File: config.mk
export PLATFORM = sky130hd
export DESIGN_NAME = hrhp_ctrl
export DESIGN_NICKNAME = d
export VERILOG_FILES = /design/src/hdl/hrhp_pkg.sv /design/src/hdl/hrhp_ctrl.sv
export SDC_FILE = /design/constraint.sdc
export NUM_CORES = 1
export LEC_CHECK = 0
export BUFFER_PORTS_ARGS = -buffer_cell sky130_fd_sc_hd__clkbuf_2
export CORE_AREA = 2 2 39 41
export CTS_CLUSTER_SIZE = 20
export DETAILED_ROUTE_END_ITERATION = 7
export DIE_AREA = 0 0 41 43
export PLACE_DENSITY = 0.63
export SLEW_MARGIN = 10
export SYNTH_ARGS = -nofsm -noshare
export SYNTH_HDL_FRONTEND = slang
export SYNTH_SLANG_ARGS = --single-unit
File: constraint.sdc
create_clock -name clk -period 1.6 [get_ports clk]
set_input_delay 0.32 -clock clk [delete_from_list [all_inputs] [get_ports clk]]
set_output_delay 0.32 -clock clk [all_outputs]
set_load 0.01 [all_outputs]
File: src/hdl/hrhp_pkg.sv
// shared types, character codes and lookup functions of the request header parser
// no dependencies: compiled before every other file of the block
package hrhp_pkg;

  localparam int PATH_BYTES_DEF  = 256;
  localparam int QUERY_BYTES_DEF = 256;
  localparam int HOST_BYTES_DEF  = 64;

  localparam logic [1:0] REQ_FEED  = 2'd0;
  localparam logic [1:0] REQ_READ  = 2'd1;
  localparam logic [1:0] REQ_START = 2'd2;

  localparam logic [1:0] STORE_PATH  = 2'd0;
  localparam logic [1:0] STORE_QUERY = 2'd1;
  localparam logic [1:0] STORE_HOST  = 2'd2;

  localparam logic [1:0] STAT_MORE = 2'd0;
  localparam logic [1:0] STAT_DONE = 2'd1;
  localparam logic [1:0] STAT_BAD  = 2'd2;
  localparam logic [1:0] STAT_OVF  = 2'd3;

  localparam logic [7:0] CH_TAB   = 8'h09;
  localparam logic [7:0] CH_LF    = 8'h0a;
  localparam logic [7:0] CH_CR    = 8'h0d;
  localparam logic [7:0] CH_SP    = 8'h20;
  localparam logic [7:0] CH_PCT   = 8'h25;
  localparam logic [7:0] CH_DOT   = 8'h2e;
  localparam logic [7:0] CH_SLASH = 8'h2f;
  localparam logic [7:0] CH_COLON = 8'h3a;
  localparam logic [7:0] CH_QMARK = 8'h3f;
  localparam logic [7:0] CH_LOW_H = 8'h68;

  // method names, first letter in the low byte
  localparam logic [55:0] METH_NAME [8] = '{
    56'h00000000544547, 56'h00000054534f50, 56'h00000000545550, 56'h00000044414548,
    56'h00004543415254, 56'h004554454c4544, 56'h534e4f4954504f, 56'h5443454e4e4f43
  };
  localparam logic [3:0] METH_LEN [8] = '{
    4'd3, 4'd4, 4'd3, 4'd4, 4'd5, 4'd6, 4'd7, 4'd7
  };

  // controller to datapath
  typedef struct packed {
    logic latch;
    logic exec;
    logic wr;
    logic post;
    logic scan_rd;
    logic scan_chk;
    logic load;
  } hrhp_cmd_t;

  // datapath to controller
  typedef struct packed {
    logic exec_wr;
    logic exec_post;
    logic wr_last;
    logic wr_post;
    logic post_scan;
    logic scan_end;
  } hrhp_sts_t;

  function automatic logic [7:0] to_lower(input logic [7:0] b);
    return (b >= 8'h41 && b <= 8'h5a) ? b + 8'd32 : b;
  endfunction

  function automatic logic is_hex(input logic [7:0] b);
    return (b >= 8'h30 && b <= 8'h39) || (b >= 8'h41 && b <= 8'h46) ||
           (b >= 8'h61 && b <= 8'h66);
  endfunction

  function automatic logic [3:0] hex_val(input logic [7:0] b);
    logic [7:0] v;
    if (b <= 8'h39) begin
      v = b - 8'h30;
    end else if (b <= 8'h46) begin
      v = b - 8'h37;
    end else begin
      v = b - 8'h57;
    end
    return v[3:0];
  endfunction

  function automatic logic [7:0] host_char(input logic [1:0] i);
    logic [7:0] c;
    unique case (i)
      2'd0: c = 8'h68;
      2'd1: c = 8'h6f;
      2'd2: c = 8'h73;
      default: c = 8'h74;
    endcase
    return c;
  endfunction

  function automatic logic [7:0] http_char(input logic [1:0] i);
    logic [7:0] c;
    unique case (i)
      2'd0: c = 8'h68;
      2'd3: c = 8'h70;
      default: c = 8'h74;
    endcase
    return c;
  endfunction

  // {hit, code}
  function automatic logic [3:0] method_lookup(input logic [55:0] chars, input logic [3:0] n);
    logic [3:0] r;
    r = 4'd0;
    for (int k = 0; k < 8; k++) begin
      if (chars == METH_NAME[k] && n == METH_LEN[k]) begin
        r = {1'b1, 3'(k)};
      end
    end
    return r;
  endfunction

endpackage

File: src/hdl/hrhp_ctrl.sv
// sequencer of the request header parser: handshakes and per-item step order
// depends on hrhp_pkg for the command and status structs
module hrhp_ctrl (
  input  logic               clk,
  input  logic               rst_n,
  input  logic               in_valid,
  output logic               in_stall,
  output logic               out_valid,
  input  logic               out_stall,
  output hrhp_pkg::hrhp_cmd_t cmd,
  input  hrhp_pkg::hrhp_sts_t sts
);
  import hrhp_pkg::*;

  typedef enum logic [2:0] {
    S_IDLE, S_EXEC, S_WR, S_POST, S_SCAN_RD, S_SCAN_CHK, S_LOAD
  } state_t;

  state_t state_r, state_nxt;
  logic   out_valid_r, out_valid_nxt;
  logic   out_free;

  assign out_free  = !out_valid_r || !out_stall;
  assign in_stall  = !(state_r == S_IDLE || (state_r == S_LOAD && out_free));
  assign out_valid = out_valid_r;

  always_comb begin
    cmd          = '0;
    cmd.latch    = in_valid && !in_stall;
    cmd.exec     = state_r == S_EXEC;
    cmd.wr       = state_r == S_WR;
    cmd.post     = state_r == S_POST;
    cmd.scan_rd  = state_r == S_SCAN_RD;
    cmd.scan_chk = state_r == S_SCAN_CHK;
    cmd.load     = state_r == S_LOAD && out_free;
  end

  always_comb begin
    state_nxt     = state_r;
    out_valid_nxt = cmd.load ? 1'b1 : (out_valid_r && out_stall);
    unique case (state_r)
      S_IDLE: begin
        if (cmd.latch) state_nxt = S_EXEC;
      end
      S_EXEC: begin
        if (sts.exec_wr) state_nxt = S_WR;
        else if (sts.exec_post) state_nxt = S_POST;
        else state_nxt = S_LOAD;
      end
      S_WR: begin
        if (sts.wr_last) state_nxt = sts.wr_post ? S_POST : S_LOAD;
      end
      S_POST: begin
        state_nxt = sts.post_scan ? S_SCAN_RD : S_LOAD;
      end
      S_SCAN_RD: begin
        state_nxt = S_SCAN_CHK;
      end
      S_SCAN_CHK: begin
        state_nxt = sts.scan_end ? S_LOAD : S_SCAN_RD;
      end
      S_LOAD: begin
        if (out_free) state_nxt = cmd.latch ? S_EXEC : S_IDLE;
      end
      default: state_nxt = S_IDLE;
    endcase
  end

  always_ff @(posedge clk) begin
    if (!rst_n) begin
      state_r     <= S_IDLE;
      out_valid_r <= 1'b0;
    end else begin
      state_r     <= state_nxt;
      out_valid_r <= out_valid_nxt;
    end
  end

endmodule

# Word level (Yosys, flattened, before mapping)
# Index checks and enable logic that the tools add are counted.
# word_totals
reg_bits	4
latchBits	0
ramBits	0
rom_bits	0
inputBits	10
out_inout_bits	9
elab_cells	32
n_memories	0
# op_classes
n_addsub	0
multipliers	0
div	0
order_cmp	0
n_eq_ne	9
shift	0
mux	11
bitwise_logic	0
n_reduce_logical	10
# op_table
op	count
$pmux 3 s7	1
$mux 3	6
$eq 3x3->1 const B	3
$eq 3x2->1 const B	2
$mux 2	2
$ne 2x2->1 const B	2
$eq 3x1->1 const B	1
$logic_and 1x1->1	3
$logic_not 1->1	3
$logic_not 3->1	1
$reduce_and 3->1	1
$logic_or 1x1->1	2
$mux 1	2
$ne 2x1->1 const B	1

# Longest topological paths before layout
# Gate-level depths: netlist of the first run.
# logic_depth
ltp_word	8
depth_mapped	5
ltp_nobuf	3

# Worst setup path after synthesis of the first run
# No wires, ideal clock.
# synth_timing
path_kind	flip-flop to output port
from	register state_r[0]
to	output port cmd[1] in the netlist's numbering
arrival_time_ps	1001
required_ps	1280
path_slack_ps	279
stages_incl_launch_ff	3
path_buffers	1
path_cell_list	dfxtp_1 -> clkbuf_1 -> nor3b_1
# synth_lines
element	line_no	rtl
from (decl)	hrhp_ctrl.sv:19	state_t state_r, state_nxt;
from (signal assigned)	hrhp_ctrl.sv:74	state_r <= state_nxt;
to (decl)	hrhp_ctrl.sv:10	output hrhp_pkg::hrhp_cmd_t cmd,

# Worst setup path in the final report of the first run
# layout_timing
from	register state_r[1]
to	output port in_stall
# layout_between
elab_chain_cells	4
elab_cells_between_ends	5
cone_classes	eq/ne (1); reduce/logical (4)
# layout_rtl
element	line_no	rtl
$eq 3x3->1	hrhp_ctrl.sv:24	assign in_stall = !(state_r == S_IDLE || (state_r == S_LOAD && out_free));
$logic_and 1x1->1	hrhp_ctrl.sv:24	
$logic_or 1x1->1 (*)	hrhp_ctrl.sv:24	
$logic_not 1->1 (*)	hrhp_ctrl.sv:24	
to (decl)	hrhp_ctrl.sv:7	output logic in_stall,
# Mark *: on every way between the ends. The rest lies on a longest branch, timed or not.

==> flow_metrics.env, run 1 <==
export IMPL_cts_hold_buf=0
export IMPL_tightestPinTransition_ns=0.270
export IMPL_clockBufferDepth=2
export IMPL_cts_setup_buffers=0
export IMPL_min_period_ns=1.55
export IMPL_cts_buffers=3
export IMPL_hold_viol=0
export IMPL_wl_um=868
export IMPL_initial_core_util_pct=26.0
export IMPL_maxCapViolCount=0
export IMPL_clock_skew_ns=0.00276
export IMPL_nNetsFinal=78
export IMPL_nFillCells=142
export IMPL_multi_input_area_um2=246
export IMPL_cts_root_buf="clkbuf_4"
export IMPL_fp_dieH_um=43
export IMPL_finalWorstSetupSlack_ns=0.0495
export IMPL_drt_iter0_markers=5
export IMPL_antenna_found_initial=0
export IMPL_syn2layout_area_growth_pct=38.2
export IMPL_vdd_ir_drop_max_mv=0.590
export IMPL_synth_xor_area_share_pct=0
export IMPL_holdPathStages=2
export IMPL_overflow=0
export IMPL_fin_cells=82
export IMPL_post_place_cells=79
export IMPL_syn_cell_area_um2=360
export IMPL_track_usage_pct=12.1
export IMPL_synth_seq_cells=4
export IMPL_grt_pass1_wl_um=1410
export IMPL_syn_nets=56
export IMPL_die_x_um=41
export IMPL_io_pins=19
export IMPL_crit_path_start_kind="register"
export IMPL_endpoint_kind="output port"
export IMPL_synthCells=46
export IMPL_synth_top_family_by_area="compound AO/OA/AOI/OAI gates"
export IMPL_diodes=0
export IMPL_dr_pass1_iters=4
export IMPL_cts_clk_slew_worst_paths_ns=0.04
export IMPL_synthMuxAreaShare_pct=6.94
export IMPL_fp_coreArea_um2=1380
export IMPL_clock_sinks=4
export IMPL_cts_resized=1
export IMPL_hp_class="in2reg"
export IMPL_rows=14
export IMPL_grt_max_degree=17
export IMPL_synth_seq_area_share_pct=22.2
export IMPL_synth_area_per_cell_um2=7.83
export IMPL_drt_antenna_violating_nets=0
export IMPL_whs_ns=0.381
export IMPL_synth_compound_area_share_pct=30.6
export IMPL_grt_pass1_vias=362
export IMPL_powerDensity_nw_per_um2=1100
export IMPL_ctsHtreeMaxLevel=1
export IMPL_yosysWarnings=0
export IMPL_crit_fanout=9
export IMPL_reg2reg_depth=3
export IMPL_yosys_cell_types_count=30
export IMPL_worstSetupPathType="reg2out"
export IMPL_numPortBuffers=18
export IMPL_drive_gt1_share_pct=47.0
export IMPL_place_hpwl_um=686
export IMPL_clk_latency_ns=0.23
export IMPL_r2r_slack_ns=0.36
export IMPL_dp_slack_ns=0.164
export IMPL_finalCritPeriodShare_pct=96.9
export IMPL_max_freq_ghz=0.645
export IMPL_seq_area_um2=85.1
export IMPL_wire_per_inst_um=10.6
export IMPL_synthAdderAreaFrac_pct=0
export IMPL_cts_tree="yes"
export IMPL_num_vias=400
export IMPL_final_max_slew_viol_count=0
export IMPL_relSlewSlack_pct=81.7
export IMPL_dieArea_um2=1760
export IMPL_rsz0062_at_grt="true"
export IMPL_power_leakage_uw=0.000232
export IMPL_critPathArrivalTime_ns=1.23
export IMPL_worst_ep_required_time_ns=1.28
export IMPL_place_gp_congestion=0.704
export IMPL_synthSimpleGateAreaFrac_pct=30.2
export IMPL_route_detailed_drc=0
export IMPL_setup_viol=0
export IMPL_status="finished, final reports clean"
export IMPL_viasPerCell=4.88
[final timing paths]
check,to,from
setup / recovery,in_stall,state_r[1]$_SDFFE_PN0P_
hold / removal,state_r[2]$_SDFFE_PN0P_,rst_n
setup reg to reg,state_r[1]$_SDFFE_PN0P_,state_r[1]$_SDFFE_PN0P_
hold reg to reg,state_r[0]$_SDFFE_PN0P_,state_r[1]$_SDFFE_PN0P_
[cell type report]
class / instances / area share (%)
multi-input cells: 35 / 49.5
repair buffers: 21 / 22.6
well taps: 16 / 4.02
flip-flops and latches: 4 / 17.1
clock buffers: 3 / 4.52
inverters: 3 / 2.26
[placed cells by master (no fill, tap or decap), types with 2 or more instances in the layout]
cell / n
or2_2: 2
nor3_1: 2
dfxtp_1: 2
inv_1: 3
buf_4: 3
clkbuf_2: 18
a21oi_1: 3
clkbuf_4: 3
nor3b_1: 4
nand2_1: 3
nor2_1: 2
[synth_stat cells]
cell / instances / area (um2)
a21boi_0: 1 / 7.51
nor3_1: 2 / 10.0
nand2b_1: 1 / 6.26
o2bb2ai_1: 1 / 8.76
a21oi_1: 3 / 15.0
a32oi_1: 1 / 8.76
buf_2: 2 / 10.0
mux2i_1: 1 / 10.0
nor3b_1: 4 / 30.0
o21ai_0: 1 / 5.00
and2_1: 1 / 6.26
inv_1: 3 / 11.3
nand2_1: 3 / 11.3
mux2_4: 1 / 15.0
a21o_1: 1 / 7.51
and3_1: 1 / 6.26
nand3b_1: 1 / 7.51
or2_2: 2 / 12.5
o21bai_1: 1 / 7.51
nor2b_1: 1 / 6.26
nor2_1: 2 / 7.51
buf_6: 1 / 11.3
o2111ai_1: 1 / 8.76
nand3_1: 1 / 5.00
a211oi_1: 1 / 7.51
dfxtp_1: 4 / 80.1
o32ai_2: 1 / 16.3
clkbuf_1: 1 / 3.75
a221oi_1: 1 / 8.76
o311ai_1: 1 / 8.76
[critical path, stage by stage (launching register included)]
cell and delay [ns]:
dfxtp_4 0.38, and2_4 0.15, a21oi_1 0.07, or2_2 0.27
clkbuf_2 0.13
[stage by stage]
step | power [uW] | area [um2] | util, % | TNS (ns)
floorplan | 345 | 360 | - | 0
finish | 546 | 498 | 36.0 | 0
detailed placement | 416 | 468 | 33.8 | 0
global route | 594 | 498 | 36.0 | -0.0458
CTS | 551 | 492 | 35.5 | 0
global placement | 413 | 468 | 33.8 | 0
[power breakdown]
group          total [uW]  internal [uW]  leakage (uW)  switching, uW
clock network         125           83.9     0.0000138           41.3
registers             164            123     0.0000337           40.8
logic                 257            136      0.000184            121
total                 546            343      0.000232            203
[cell families after synthesis]
kind of cell | after synthesis
AOI/OAI and AO/OA | 14
buffers and inverters | 7
DFF | 4
muxes | 2
and+or+nand+nor | 19
[layer usage]
metal / vias up / share of wire [%] / track usage, %
li1: 210 / - / -
met4: 0 / 0 / 6.00
met2: 12 / 46 / 15.6
met3: 0 / 6.0 / 6.28
met1: 178 / 48 / 15.8
met5: - / 0 / 0
[state kept, by name, indices dropped and copies added (netlist names)]
name       flops
state_r        3
out_valid      1
Power figures use the tool's default switching activity.
==> inputs of run 2 (changes only) <==
--- a/config.mk
+++ b/config.mk
@@ -5,7 +5,7 @@
 export SDC_FILE = /design/constraint.sdc
 export NUM_CORES = 1
 export LEC_CHECK = 0
-export BUFFER_PORTS_ARGS = -buffer_cell sky130_fd_sc_hd__clkbuf_2
+export BUFFER_PORTS_ARGS = -buffer_cell sky130_fd_sc_hd__buf_4
 export CORE_AREA = 2 2 39 41
 export CTS_CLUSTER_SIZE = 20
 export DETAILED_ROUTE_END_ITERATION = 7
==> run 2 against run 1 <==
Effect of this change:
- power grew 12%
- worst setup slack improved by 0.0018 ns
- critical endpoint unchanged
- sequential share of layout area down 1.9 points
==> flow_metrics.env, run 2 (synthesized netlist as in run 1, its figures left out) <==
export IMPL_cpLargestDelayFamily="simple AND/OR/NAND/NOR gates"
export IMPL_p_switching_uw=220
export IMPL_rows=14
export IMPL_drt_iter0_markers=14
export IMPL_max_freq_ghz=0.646
export IMPL_track_usage_pct=14.4
export IMPL_status="finished, final reports clean"
export IMPL_num_vias=430
export IMPL_maxCapViolCount=0
export IMPL_antenna_found_initial=0
export IMPL_initial_core_util_pct=26.0
export IMPL_finalWorstSetupSlack_ns=0.0514
export IMPL_io_pins=19
export IMPL_cts_tree="yes"
export IMPL_cts_hold_buf=0
export IMPL_syn2layout_area_growth_pct=57.3
export IMPL_finalCritPeriodShare_pct=96.8
export IMPL_slowest_delay_ns=0.37
export IMPL_powerDensity_nw_per_um2=1080
export IMPL_path_cells="and2_4 -> a21oi_1 -> or2_2 -> buf_6"
export IMPL_tightestPinTransition_ns=0.315
export IMPL_clock_skew_ns=0.00599
export IMPL_numPortBuffers=18
export IMPL_cts_buffers=3
export IMPL_layout_common_cells="buf_4 (20), nor3b_1 (4), inv_1 (3), a21oi_1 (3), clkbuf_4 (3)"
export IMPL_largest_register="state_r"
export IMPL_route_detailed_drc=0
export IMPL_cts_clk_slew_worst_paths_ns=0.04
export IMPL_wl_um=1000
export IMPL_clk_latency_ns=0.24
export IMPL_wire_per_inst_um=12.1
export IMPL_fin_cells=83
export IMPL_setup_viol=0
export IMPL_diodes=0
export IMPL_final_max_slew_viol_count=0
export IMPL_die_x_um=41
export IMPL_relSlewSlack_pct=79.0
export IMPL_min_period_ns=1.55
export IMPL_power_leakage_uw=0.000254
export IMPL_place_hpwl_um=697
export IMPL_nNetsFinal=79
export IMPL_dp_slack_ns=0.184
export IMPL_critPathArrivalTime_ns=1.23
export IMPL_worstSetupPathType="reg2out"
export IMPL_crit_path_top_delay_cell="dfxtp_4"
export IMPL_dieArea_um2=1760
export IMPL_overflow=0
export IMPL_grt_max_degree=13
export IMPL_power_frac_seq_pct=26.3
export IMPL_hold_viol=0
export IMPL_cts_root_buf="clkbuf_4"
export IMPL_clockBufferDepth=2
export IMPL_drt_antenna_violating_nets=0
export IMPL_layout_commonest_cell="buf_4"
export IMPL_clock_sinks=4
export IMPL_fp_dieH_um=43
export IMPL_dr_pass1_iters=5
export IMPL_p_clk_share_pct=21.2
export IMPL_crit_fanout=7
export IMPL_largest_reg_flops=3
export IMPL_vdd_ir_drop_max_mv=0.289
export IMPL_worst_ep_required_time_ns=1.28
export IMPL_switching_share_pct=36.0
export IMPL_drive_gt1_share_pct=52.2
export IMPL_whs_ns=0.336
export IMPL_comb_power_share_pct=52.5
export IMPL_hp_class="in2reg"
export IMPL_crit_buf_inv=1
export IMPL_post_place_cells=79
export IMPL_endpoint_kind="output port"
export IMPL_grt_pass1_vias=386
export IMPL_place_gp_congestion=0.775
export IMPL_internal_power_uw=391
export IMPL_tns_ns=0
export IMPL_ctsHtreeMaxLevel=1
export IMPL_viasPerCell=5.18
export IMPL_power_uw=611
export IMPL_crit_path_start_kind="register"
export IMPL_fp_coreArea_um2=1380
export IMPL_grt_pass1_wl_um=1600
run 2: power groups by stage:
| stage | clock, uW | combinational [uW] | sequential [uW] |
|---|---|---|---|
| 6_report | 129 | 321 | 161 |
| 5_1_grt | 139 | 353 | 168 |
| 4_1_cts | 133 | 302 | 154 |
| 3_5_place_dp | 0 | 300 | 152 |
| 3_3_place_gp | 0 | 299 | 153 |
| 2_1_floorplan | 0 | 213 | 132 |
run 2: final cells by class:
| class | count | area [um2] |
|---|---|---|
| timing repair buffer | 22 | 173 |
| sequential | 4 | 86.3 |
| multi-input combinational | 35 | 254 |
| clock buffer | 3 | 22.5 |
| tap | 16 | 20.0 |
| inverter | 3 | 11.3 |
| fill | 146 | 817 |
run 2: final timing paths:
| kind | from | endpoint | slack (ns) | depth (start not counted) |
|---|---|---|---|---|
| min | rst_n | state_r[2]$_SDFFE_PN0P_ | 0.34 | 2 |
| max | state_r[1]$_SDFFE_PN0P_ | in_stall | 0.05 | 4 |
| min reg2reg | state_r[2]$_SDFFE_PN0P_ | state_r[2]$_SDFFE_PN0P_ | 0.59 | 2 |
| max reg2reg | state_r[1]$_SDFFE_PN0P_ | state_r[1]$_SDFFE_PN0P_ | 0.38 | 5 |
run 2: per-layer routing:
| layer | vias up | GRT usage [%] | routed length (um) |
|---|---|---|---|
| met5 | - | 0 | 0 |
| met4 | 0 | 16.0 | 45 |
| met3 | 4 | 3.14 | 55 |
| met2 | 17 | 15.9 | 445 |
| met1 | 196 | 20.1 | 457 |
| li1 | 213 | - | - |
run 2: per-stage QoR:
stage	util, %	area (um2)
detailed placement	37.1	513
finish	41.0	567
global placement	37.1	513
CTS	39.0	539
global route	41.0	567
floorplan	-	360
run 2: worst reg2reg max path: stages (launching register included):
cell      delay, ns
dfxtp_4        0.37
buf_6          0.14
nand3b_1       0.14
buf_4          0.17
o32ai_2        0.13
mux2i_1        0.20
run 2: timing repair:
action                     in CTS  in global routing
hold endpoints to repair        0                  0
setup endpoints to repair       3                  5
pin swaps                       0                  2
gates resized for setup         2                  7
setup buffers                   0                  1
